`src/rtl/sps_pkg.sv`:
```
// ----------------------------------------------------------------------------
// Pairwise sum package
// Shared types and constants of the streaming pairwise binary64 summer.
// ----------------------------------------------------------------------------
package sps_pkg;

    localparam int FP_W = 64;

    localparam logic [FP_W-1:0] FP_POS_ZERO = 64'h0000_0000_0000_0000;
    localparam logic [FP_W-1:0] FP_DEF_NAN  = 64'hFFF8_0000_0000_0000;

    typedef logic [FP_W-1:0] t_fp;

    typedef struct packed {
        logic last;
        logic keep;
        logic ovf;
    } t_tag;

endpackage

```
`src/rtl/sps_front.sv`:
```
// ----------------------------------------------------------------------------
// Pairwise sum front end
// Counts items of a run, marks dropped items and queues them for the back end.
// ----------------------------------------------------------------------------
module sps_front #(
    parameter int LEVELS = 32
) (
    input  logic               i_clk,
    input  logic               i_rst_n,
    input  logic               push,
    output logic               full,
    input  sps_pkg::t_fp       i_value,
    input  logic               i_last,
    output logic               o_q_valid,
    input  logic               i_q_pop,
    output sps_pkg::t_fp       o_q_value,
    output sps_pkg::t_tag      o_q_tag,
    output logic [LEVELS-1:0]  o_q_idx
);
    import sps_pkg::*;

    t_fp               r_val [2];
    t_tag              r_tag [2];
    logic [LEVELS-1:0] r_idx [2];
    logic              r_wp, r_rp;
    logic [1:0]        r_cnt;
    logic [LEVELS-1:0] r_count;
    logic              r_drop;

    logic do_push, do_pop, keep;
    t_tag tag_in;

    assign full    = (r_cnt == 2'd2);
    assign do_push = push && !full;
    assign do_pop  = i_q_pop && (r_cnt != 2'd0);
    assign keep    = (r_count != {LEVELS{1'b1}});

    always_comb begin
        tag_in.last = i_last;
        tag_in.keep = keep;
        tag_in.ovf  = r_drop || !keep;
    end

    always_ff @(posedge i_clk) begin
        if (!i_rst_n) begin
            r_wp    <= 1'b0;
            r_rp    <= 1'b0;
            r_cnt   <= 2'd0;
            r_count <= '0;
            r_drop  <= 1'b0;
        end else begin
            if (do_push) begin
                r_wp <= ~r_wp;
                if (i_last) begin
                    r_count <= '0;
                    r_drop  <= 1'b0;
                end else if (keep) begin
                    r_count <= r_count + 1'b1;
                end else begin
                    r_drop <= 1'b1;
                end
            end
            if (do_pop) begin
                r_rp <= ~r_rp;
            end
            r_cnt <= r_cnt + {1'b0, do_push} - {1'b0, do_pop};
        end
        if (do_push) begin
            r_val[r_wp] <= i_value;
            r_tag[r_wp] <= tag_in;
            r_idx[r_wp] <= r_count;
        end
    end

    assign o_q_valid = (r_cnt != 2'd0);
    assign o_q_value = r_val[r_rp];
    assign o_q_tag   = r_tag[r_rp];
    assign o_q_idx   = r_idx[r_rp];

endmodule

```
`config.mk`:
```
export PLATFORM = sky130hd
export DESIGN_NAME = sps_front
export DESIGN_NICKNAME = d
export VERILOG_FILES = /design/src/rtl/sps_pkg.sv /design/src/rtl/sps_front.sv
export SDC_FILE = /design/constraint.sdc
export NUM_CORES = 1
export LEC_CHECK = 0
export ABC_AREA = 1
export BUFFER_PORTS_ARGS = -buffer_cell sky130_fd_sc_hd__clkbuf_2
export CAP_MARGIN = 10
export CELL_PAD_IN_SITES_DETAIL_PLACEMENT = 1
export CELL_PAD_IN_SITES_GLOBAL_PLACEMENT = 1
export CORE_AREA = 2 2 180 129
export CTS_BUF_LIST = sky130_fd_sc_hd__clkbuf_4 sky130_fd_sc_hd__clkbuf_8 sky130_fd_sc_hd__clkbuf_16
export CTS_CLUSTER_DIAMETER = 40
export CTS_CLUSTER_SIZE = 16
export DETAILED_ROUTE_END_ITERATION = 8
export DIE_AREA = 0 0 182 131
export PLACE_DENSITY_LB_ADDON = 0.1
export SLEW_MARGIN = 5
export SYNTH_ARGS = -nofsm -noshare
export SYNTH_HDL_FRONTEND = slang
export SYNTH_SLANG_ARGS = --single-unit
```
`constraint.sdc`:
```
create_clock -name i_clk -period 7 [get_ports i_clk]
set_input_delay 1.05 -clock i_clk [delete_from_list [all_inputs] [get_ports i_clk]]
set_output_delay 1.05 -clock i_clk [all_outputs]
set_load 0.02 [all_outputs]
```
==> key figures, run 1 <==
Run status
  • Status: complete, no violations

Die
  • Die height: 131 µm
  • Chip Width: 182 µm
  • CORE AREA: 22220 µm²
  • Initial Util: 43.95%
  • Cell Rows: 46
  • Die Area: 23840 µm²
  • # IOs: 170

Clock network
  • Worst-Skew Late Latency: 550 ps
  • CTS Buf Count: 30
  • CTS Root Cell: clkbuf_16
  • Clk slew on worst S/H paths: 60 ps
  • Post-CTS Resized: 0
  • H-tree levels: 1
  • Clock Path Buffers: 3
  • Setup bufs post-CTS: 0
  • CTS sink cnt: 236
  • Hold buffer count at CTS: 0
  • CTS tree: done

Global routing
  • Largest net degree at the start of global routing: 70
  • Total grt overflow: 0
  • Initial antenna violation count: 0
  • Vias in the first global route: 6756
  • Gr usage total: 19.01%
  • First-pass GRT wire length: 35720 µm

Finish
  • Ant. Diodes: 0
  • Area grow syn2layout: 22.49%
  • Layout Nets: 1026
  • Share of layout cells above drive strength 1: 36.03%

Route
  • Post-Route WL: 22710 µm
  • Starting DRC count in detailed routing: 266
  • Routed length per placed instance: 17.95 µm
  • Antenna-violating nets left: 0
  • # DRC: 0
  • Via Count: 6309
  • Vias per cell: 4.987
  • Pre-antenna DRT Iters: 4

Timing
  • Clock Skew: 19.64 ps
  • Final Hold Violating Endpoints: 0
  • Setup TNS: 0 ps
  • Minimum clock period: 3712 ps
  • Maximum clock rate: 269.4 MHz
  • Final Setup Violations: 0
  • Worst Tran Pin Value: 969.6 ps
  • Slew headroom: 35.21%
  • RSZ-0062 raised after global routing: no
  • Max-slew violation count: 0
  • Worst setup margin: 3288 ps
  • Tcrit/Tclk final: 53.03%

Placement
  • Detailed Place HPWL: 15230 µm
  • Pre-CTS setup slack: 3025 ps
  • Final GP Congestion: 0.8086
  • IO buf count: 169

Setup path
  • Worst Setup End Kind: output pin
  • Crit path buffers/inverters: 2
  • Startpoint types: flip-flop
  • CP max FO: 65
  • Reg2Reg Setup Slack: 3850 ps
  • Top Family by Delay on Critical Path: buffers and inverters
  • WP data required: 5950 ps
  • Setup Crit Path Kind: reg2out
  • CP peak stage delay: 730 ps
  • CP Cell Sequence: buf_4 -> mux2_2 -> clkbuf_2
  • Worst Path Arrival: 2660 ps
  • Worst path slowest cell: buf_4

Power
  • Switching Fraction: 31.56%
  • Psw: 1414 µW
  • Max IR drop VDD: 0.0002229 V
  • Logic pwr share: 22.8%
  • Total Power: 4480 µW
  • Power Density: 374.6 nW/µm²
  • Seq pwr share: 41.8%
  • Leakage: 0.004705 µW
  • Clock power frac: 35.4%
  • Cell internal pwr: 3066 µW

Logic synthesis
  • Synthesized Nets: 845
  • Netlist Area Pre-Place: 9763 µm²
  • YS warnings: 0
  • Sequential share of the synthesized area: 68.69%
  • Synth cell types: 30
  • Post-synthesis register bit count: 236
  • Syn_area_per_cell: 12.63 µm²
  • Syn Inst Count: 773

Min path
  • Hold crit path type: reg2reg

Run
  • Max_cap viols: 0
## per-stage QoR
stage                     hold slack (ps)  cells  util, %  instance area [µm²]
after CTS                           461.5   1265    53.83                11960
after global routing                485.1   1265    53.83                11960
final                               460.5   1265    53.83                11960
after global placement              429.0   1210    49.03                10890
after floorplan                     425.7    773        -                 9763
after detailed placement            449.3   1210    49.03                10890
## layout by cell type (no fill, tap or decap), types with 6 or more instances in the layout
| cell type | netlist | routed |
|---|---|---|
| edfxtp_1 | 198 | 198 |
| mux2_2 | 99 | 99 |
| clkbuf_16 | 0 | 31 |
| inv_1 | 69 | 69 |
| nand2_2 | 6 | 6 |
| nor2_1 | 75 | 72 |
| nand2_1 | 158 | 158 |
| nand3_1 | 54 | 54 |
| clkbuf_2 | 0 | 169 |
| dfxtp_1 | 38 | 37 |
| a21oi_1 | 16 | 16 |
## worst reg2reg max path: stages, from the launching register on
cell and delay, ps:
dfxtp_1 330, inv_1 60, nor2_1 50, nor2_2 80, buf_4 330, inv_1 210, nor2_4 770, buf_4 840
## power groups by stage
stage	registers, µW	logic, µW	clock network [µW]
after global placement	1890	1000	0
after global routing	1900	1110	1670
final	1870	1020	1590
after floorplan	1870	728	0
after CTS	1880	1040	1620
after detailed placement	1910	1030	0
## kinds of logic after synthesis
family,count (synthesis),synth area share (%)
adder cells (fa/ha/maj),3,0.3845
AND/OR/NAND/NOR,314,13.99
XOR/XNOR,4,0.3588
flip-flops,236,68.69
buffers and inverters,96,4.075
AO/OA/AOI/OAI,21,1.077
multiplexers,99,11.42
## sequential cells by signal (all words and copies together) (netlist names), named ones only
name / cells
r_count: 32
r_wp: 1
r_rp: 1
r_idx: 64
r_drop: 1
r_val: 128
r_cnt: 2
r_tag: 6
## layer usage
metal / vias to the layer above / wire length, µm / GRT usage [%]
li1: 3033 / - / -
met1: 3091 / 10730 / 26.10
met2: 160 / 10580 / 32.20
met3: 25 / 1092 / 3.271
met4: 0 / 307 / 4.080
met5: - / 0 / 0
## cell usage after synthesis, drive strengths merged
cell	count	area share, %
a21oi	16	0.82
and2	2	0.13
buf	11	0.81
clkbuf	13	0.50
dfxtp	38	7.8
edfxtp	198	61
ha	3	0.38
inv	72	2.8
mux2	99	11
nand2	165	6.6
nand3	56	3.1
nand3b	2	0.19
nand4	3	0.19
nor2	83	3.7
nor3	2	0.10
o21ai	5	0.26
or2	1	0.064
xor2	4	0.36
## area by class of cell
type	count	area, µm²
Timing Repair Buffer	173	875.8
Multi-Input combinational cell	441	2676
Fill cell	2337	10260
Sequential cell	236	6710
Tap cell	288	360.3
Clock buffer	32	783.3
Clock inverter	23	282.8
Inverter	72	270.3
## path summary, 6_finish.rpt
| path | start | to | depth (start not counted) |
|---|---|---|---|
| worst min-delay path | r_rp | flip-flop | 1 |
| worst min register to register | r_rp | flip-flop | 1 |
| worst max register to register | r_cnt[1] | r_idx[0][12] | 7 |
| worst max-delay path | flip-flop | o_q_idx[9] | 3 |
Power figures use the tool's default switching activity.
==> run 2: changes to the inputs <==
Settings changed: ABC_AREA 1 to 0, CORE_AREA 2 2 180 129 to 2 2 182 130, DIE_AREA 0 0 182 131 to 0 0 184 132.
Clock period 7 ns to 3.14 ns, I/O delays scaled along.
==> run 2 against run 1 <==
Compared with the run above:
- clock power increased by 110%
- wire length decreased by 3.1%
- sequential power increased by 110%
- register-to-register slack got worse by 3000 ps
- core utilization decreased by 2.1 points
- synthesized cell count decreased by 24%
- largest cell class unchanged
==> key figures, run 2 <==
Timing
  • Clock Skew: 8.646 ps (-10.99 ps)
  • Minimum clock period: 2478 ps
  • RSZ-0062 raised after global routing: no
  • Final Setup Violations: 0 (unchanged)
  • Worst setup margin: 661.6 ps (-2626 ps)
  • Tcrit/Tclk final: 78.93%
  • Worst Tran Pin Value: 1029 ps (+59.63 ps)
  • Final Hold Violating Endpoints: 0 (unchanged)
  • Maximum clock rate: 403.5 MHz
  • Slew headroom: 30.75% (-4.5 points)
  • Max-slew violation count: 0 (unchanged)
  • Worst hold margin: 109.5 ps (-350.9 ps)

Route
  • Pre-antenna DRT Iters: 4 (unchanged)
  • Vias per cell: 5.412 (+8.5%)
  • Starting DRC count in detailed routing: 313 (+18%)
  • Routed length per placed instance: 20.24 µm (+13%)
  • Post-Route WL: 22000 µm (-3.1%)
  • Antenna-violating nets left: 0 (unchanged)
  • # DRC: 0 (unchanged)
  • Via Count: 5883 (-6.8%)

Clock network
  • Post-CTS Resized: 0 (unchanged)
  • Worst-Skew Late Latency: 550 ps (about the same)
  • Hold buffer count at CTS: 0 (unchanged)
  • Clk slew on worst S/H paths: 50 ps (about the same)
  • CTS Buf Count: 31 (+3.3%)
  • CTS tree: done
  • Clock Path Buffers: 3 (unchanged)
  • Setup bufs post-CTS: 0 (unchanged)
  • CTS sink cnt: 236 (unchanged)
  • H-tree levels: 1 (unchanged)
  • CTS Root Cell: clkbuf_16

Placement
  • IO buf count: 169 (unchanged)
  • Pre-CTS setup slack: 872.6 ps (-2152 ps)
  • Final GP Congestion: 0.8873 (+9.7%)
  • Detailed Place HPWL: 14160 µm (-7.0%)

Finish
  • Most frequent cells in the layout: edfxtp_1 (198), clkbuf_2 (169), mux2_2 (99)
  • Biggest regs: r_val: 128 flops, r_idx: 64 flops, r_count: 32 flops
  • Area grow syn2layout: 24.10%
  • Layout Nets: 847 (-17%)
  • Share of layout cells above drive strength 1: 43.05% (+7.0 points)
  • Ant. Diodes: 0 (unchanged)
  • Commonest non-fill, non-tap cell in the layout: edfxtp_1
  • Max reg flops: 128 (unchanged)
  • Largest Register: r_val
  • Fillers: 2225 (-4.8%)

Die
  • Initial Util: 41.66% (-2.3 points)
  • Die Area: 24290 µm² (+1.9%)
  • CORE AREA: 22450 µm² (+1.0%)
  • # IOs: 170 (unchanged)
  • Die height: 132 µm (+0.76%)
  • Cell Rows: 46 (unchanged)
  • Chip Width: 184 µm (+1.1%)

Global routing
  • Total grt overflow: 0 (unchanged)
  • Largest net degree at the start of global routing: 100 (+43%)
  • Vias in the first global route: 6099 (-9.7%)
  • First-pass GRT wire length: 34750 µm (-2.7%)
  • Initial antenna violation count: 0 (unchanged)
  • Gr usage total: 18.11% (-0.90 points)

Logic synthesis
  • Largest cells by area after synthesis: edfxtp_1 (64%), mux2_2 (12%), dfxtp_1 (8.1%)
  • Number of synthesized flops with an enable pin: 198 (unchanged)
  • Top cell type's share of synthesized area: 63.59% (+2.7 points)
  • Netlist Area Pre-Place: 9350 µm² (-4.2%)
  • Synth top cells by count: edfxtp_1 (198), mux2_2 (99), dfxtp_1 (38)
  • Sequential share of the synthesized area: 71.72% (+3.0 points)
  • Syn_area_per_cell: 15.93 µm² (+26%)
  • YS warnings: 0 (unchanged)
  • Post-synth top area cell: edfxtp_1
  • Top-count cell post-synth: edfxtp_1
  • Async set or reset register ratio after synthesis: 0% (unchanged)
  • Post-synthesis register bit count: 236 (unchanged)
  • Synth cell types: 50 (+67%)
  • Syn Inst Count: 587 (-24%)
  • Synthesized Nets: 659 (-22%)
  • Predominant post-synthesis flop cell: edfxtp_1

Min path
  • Hold crit path type: in2reg

Setup path
  • Worst Setup End Kind: output pin
  • WP data required: 2670 ps (-3280 ps)
  • CP max FO: 99 (+52%)
  • Worst Path Arrival: 2010 ps (-650 ps)
  • Startpoint types: flip-flop
  • Setup Crit Path Kind: reg2out
  • Reg2Reg Setup Slack: 820 ps (-3030 ps)

Run
  • Max_cap viols: 0 (unchanged)

Power
  • Cell internal pwr: 6586 µW (+110%)
  • Switching Fraction: 29.09% (-2.5 points)
  • Logic pwr share: 22.1% (-0.7 points)
  • Seq pwr share: 41.5% (-0.3 points)
  • Leakage: 0.004266 µW (-9.3%)
  • Psw: 2702 µW (+91%)
  • Clock power frac: 36.4% (+1.0 points)
  • Max IR drop VDD: 0.0004412 V (+98%)
  • Power Density: 800.4 nW/µm² (+110%)

Run status
  • Status: complete, no violations
==> run 2: changes by cell type after synthesis, moves of 10 or more <==
cell / delta
inv_1: -59
nand2_1: -140
nand3_1: -31
nand4_1: +13
nor2_1: -51
o31ai_1: +10
==> run 2: logic make-up (layout without fill, tap and decap cells) <==
logic type	after synthesis	after routing	synth area share [%]
DFF	236	236	71.72
muxes	102	102	12.24
buffers and inverters	37	249	1.740
and+or+nand+nor	129	129	7.855
xor gates and xnor gates	3	3	0.2811
AOI/OAI and AO/OA	77	77	5.754
adders and majority gates	3	3	0.4015
==> run 2: final cells by class <==
type | instances | area [µm²] | area share, %
multi-input cells | 314 | 2496 | 21.51
inverters | 10 | 37.54 | 0.3235
well taps | 288 | 360.3 | 3.105
repair buffers | 182 | 980.9 | 8.454
clock inverters | 21 | 163.9 | 1.413
clock buffers | 36 | 854.6 | 7.365
flip-flops and latches | 236 | 6710 | 57.83
==> run 2: through the flow <==
step           cells  TNS, ps  util, %  power [µW]  area [µm²]
3_5_place_dp    1030        0    47.16        6004       10590
5_1_grt         1087        0    51.69        9692       11600
4_1_cts         1087        0    51.69        9418       11600
2_1_floorplan    587  -166100        -        5303        9355
6_report        1087        0    51.69        9288       11600
3_3_place_gp    1030        0    47.16        5950       10590
==> run 2: metal layers <==
layer / wire length, µm / GRT usage, %
met3: 1417 / 3.812
met2: 9903 / 28.13
met5: 0 / 0
met4: 372 / 4.267
met1: 10310 / 26.17
==> run 2: final timing paths <==
path	from	end	depth (start not counted)
worst max-delay path	flip-flop	o_q_tag[1]	3
worst min-delay path	i_value[10]	r_val[0][10]	1
worst max register to register	r_count[21]	r_count[31]	5
worst min register to register	r_drop	r_drop	1
==> run 2: critical path, stage by stage, from the launching register on <==
cell      delay (ps)
dfxtp_4          340
buf_12           360
mux2_2           400
clkbuf_2         180
==> run 2: power groups by stage <==
stage          combinational (µW)  sequential, µW  clock (µW)
3_5_place_dp                 2090            3920           0
5_1_grt                      2220            3890        3590
2_1_floorplan                1390            3910           0
3_3_place_gp                 2050            3900           0
6_report                     2060            3850        3380
4_1_cts                      2100            3850        3460
==> run 3: changes to the inputs <==
Clock period 3.14 ns to 2.2 ns, I/O delays scaled along.
==> run 3 against run 2 <==
Compared with the run above:
- non-clock buffer count increased by 98
- worst hold slack lost 23 ps
- global-route usage increased by 1.6 points
- wire length is 10% higher
- design area rose by 8.3%
==> key figures, run 3 (same netlist as run 2, synthesis figures left out) <==
Setup path
  • Worst Setup End Kind: output pin
  • WP data required: 1870 ps (-800 ps)
  • Crit path buffers/inverters: 2 (unchanged)
  • Startpoint types: flip-flop
  • CP peak stage delay: 420 ps (+20 ps)
  • CP Cell Sequence: buf_12 -> mux2_2 -> clkbuf_2
  • Worst path slowest cell: dfxtp_4
  • Top Family by Delay on Critical Path: flip-flops
  • Worst Path Arrival: 1770 ps (-240 ps)
  • Crit path depth: 3 (unchanged)
  • Setup Crit Path Kind: reg2out
  • CP max FO: 32 (-68%)
  • Reg2Reg Depth: 6 (+1)

Power
  • Leakage: 0.004722 µW (+11%)
  • Max IR drop VDD: 0.0006245 V (+42%)
  • Power Density: 1080 nW/µm² (+35%)

Placement
  • IO buf count: 169 (unchanged)
  • Post-DP Area: 10830 µm² (+2.3%)
  • Detailed Place HPWL: 15440 µm (+9.1%)
  • Pre-CTS setup slack: 96.17 ps (-776.5 ps)
  • Final GP Congestion: 0.8786 (-0.98%)

Run
  • Max_cap viols: 0 (unchanged)

Finish
  • Commonest non-fill, non-tap cell in the layout: edfxtp_1
  • Area grow syn2layout: 34.43%
  • Fin area: 12570 µm² (+8.3%)
  • Max reg flops: 128 (unchanged)
  • Most frequent cells in the layout: edfxtp_1 (198), clkbuf_2 (169), mux2_2 (99)
  • Area of the multi-input gates: 2531 µm² (+1.4%)
  • Largest Register: r_val
  • Biggest regs: r_val: 128 flops, r_idx: 64 flops, r_count: 32 flops
  • Fillers: 2191 (-1.5%)
  • Layout Nets: 944 (+11%)
  • Share of layout cells above drive strength 1: 42.84% (-0.21 points)
  • Ant. Diodes: 0 (unchanged)
  • Sequential cell area: 6713 µm² (about the same)

Route
  • # DRC: 0 (unchanged)
  • Met1 wire length: 11320 µm (+9.8%)
  • Uppermost layer routed: met4
  • Antenna-violating nets left: 0 (unchanged)
  • Routed wl met3: 1351 µm (-4.7%)
  • Pre-antenna DRT Iters: 4 (unchanged)
  • Starting DRC count in detailed routing: 422 (+35%)
  • Routed length per placed instance: 20.50 µm (+1.3%)
  • Met2 wire length: 11130 µm (+12%)
  • Via Count: 6265 (+6.5%)
  • Post-Route WL: 24230 µm (+10%)
  • Vias per cell: 5.300 (-2.1%)

Timing
  • Worst setup margin: 102.3 ps (-559.3 ps)
  • Slew headroom: 62.19% (+31 points)
  • Clock Skew: 11.10 ps (+2.451 ps)
  • Max-slew violation count: 0 (unchanged)
  • Final Hold Violating Endpoints: 0 (unchanged)
  • Worst Tran Pin Value: 562.0 ps (-467.2 ps)
  • RSZ-0062 raised after global routing: no
  • Minimum clock period: 2098 ps
  • Tcrit/Tclk final: 95.35%
  • Maximum clock rate: 476.7 MHz
  • Final Setup Violations: 0 (unchanged)

Die
  • Initial Util: 41.66% (unchanged)
  • Die Area: 24290 µm² (unchanged)
  • # IOs: 170 (unchanged)
  • Cell Rows: 46 (unchanged)
  • CORE AREA: 22450 µm² (unchanged)
  • Die height: 132 µm (unchanged)
  • Chip Width: 184 µm (unchanged)

Global routing
  • First-pass GRT wire length: 37870 µm (+9.0%)
  • Largest net degree at the start of global routing: 77 (-23%)
  • Gr usage total: 19.72% (+1.6 points)
  • Vias in the first global route: 6628 (+8.7%)
  • Initial antenna violation count: 0 (unchanged)
  • Total grt overflow: 0 (unchanged)

Run status
  • Status: complete, no violations

Clock network
  • CTS Buf Count: 30 (-3.2%)
  • CTS Root Cell: clkbuf_16
  • H-tree levels: 1 (unchanged)
  • CTS tree: done
  • Worst-Skew Late Latency: 550 ps (about the same)
  • Clk slew on worst S/H paths: 60 ps (about the same)
  • CTS sink cnt: 236 (unchanged)
  • Clock Path Buffers: 3 (unchanged)

Min path
  • Hold crit path type: in2reg
  • Hold path cells: 2 (+1)
-- run 3: path summary, 6_finish.rpt --
check              from           to  slack [ps]
min reg2reg      r_drop       r_drop         460
max reg2reg  r_count[0]  r_count[19]         120
max           flip-flop   o_q_tag[2]         100
min             i_rst_n  r_count[14]          90
-- run 3: cell type report --
type | count | area share, %
flip-flops and latches | 236 | 53.40
multi-input cells | 314 | 20.14
repair buffers | 280 | 15.23
clock buffers | 37 | 6.490
well taps | 288 | 2.867
clock inverters | 17 | 1.573
inverters | 10 | 0.2986
-- run 3: report_power, final --
| group | internal [µW] | total [µW] | leakage [µW] | switching, µW |
|---|---|---|---|---|
| combinational | 1280 | 3180 | 0.00204 | 1900 |
| sequential | 5390 | 5530 | 0.00218 | 142 |
| clock | 3000 | 4870 | 0.000506 | 1870 |
| total | 9670 | 13600 | 0.00472 | 3910 |
-- run 3: per-stage QoR --
step                      power, µW  setup TNS, ps  hold WS, ps  utilization (%)  std cells
final                         13580              0        86.40            56.00       1182
after global routing          14150              0        106.6            56.00       1182
after CTS                     13690              0        71.26            55.69       1178
after detailed placement       8673              0        448.9            48.26       1058
after global placement         8584              0        445.9            48.26       1058
after floorplan                7580         -94430        420.2                -        587
-- run 3: worst reg2reg max path: stages (launching register included) --
cell	delay (ps)
dfxtp_2	410
ha_4	190
nand4_1	210
nor4_4	480
a41o_4	350
o21ai_0	150
a21oi_1	210
-- run 3: routing by layer --
metal	vias to the layer above	global-route usage (%)
met1	3148	28.34
met2	186	31.36
met3	32	3.646
met5	-	0
met4	0	4.267
li1	2899	-
-- run 3: repair_timing --
action	in CTS	in global routing
resized for setup	0	5
setup buffers	2	4
endpoints found under the setup margin	84	27
pin swaps	0	2
hold buffers	64	0
hold endpoints to repair	128	0
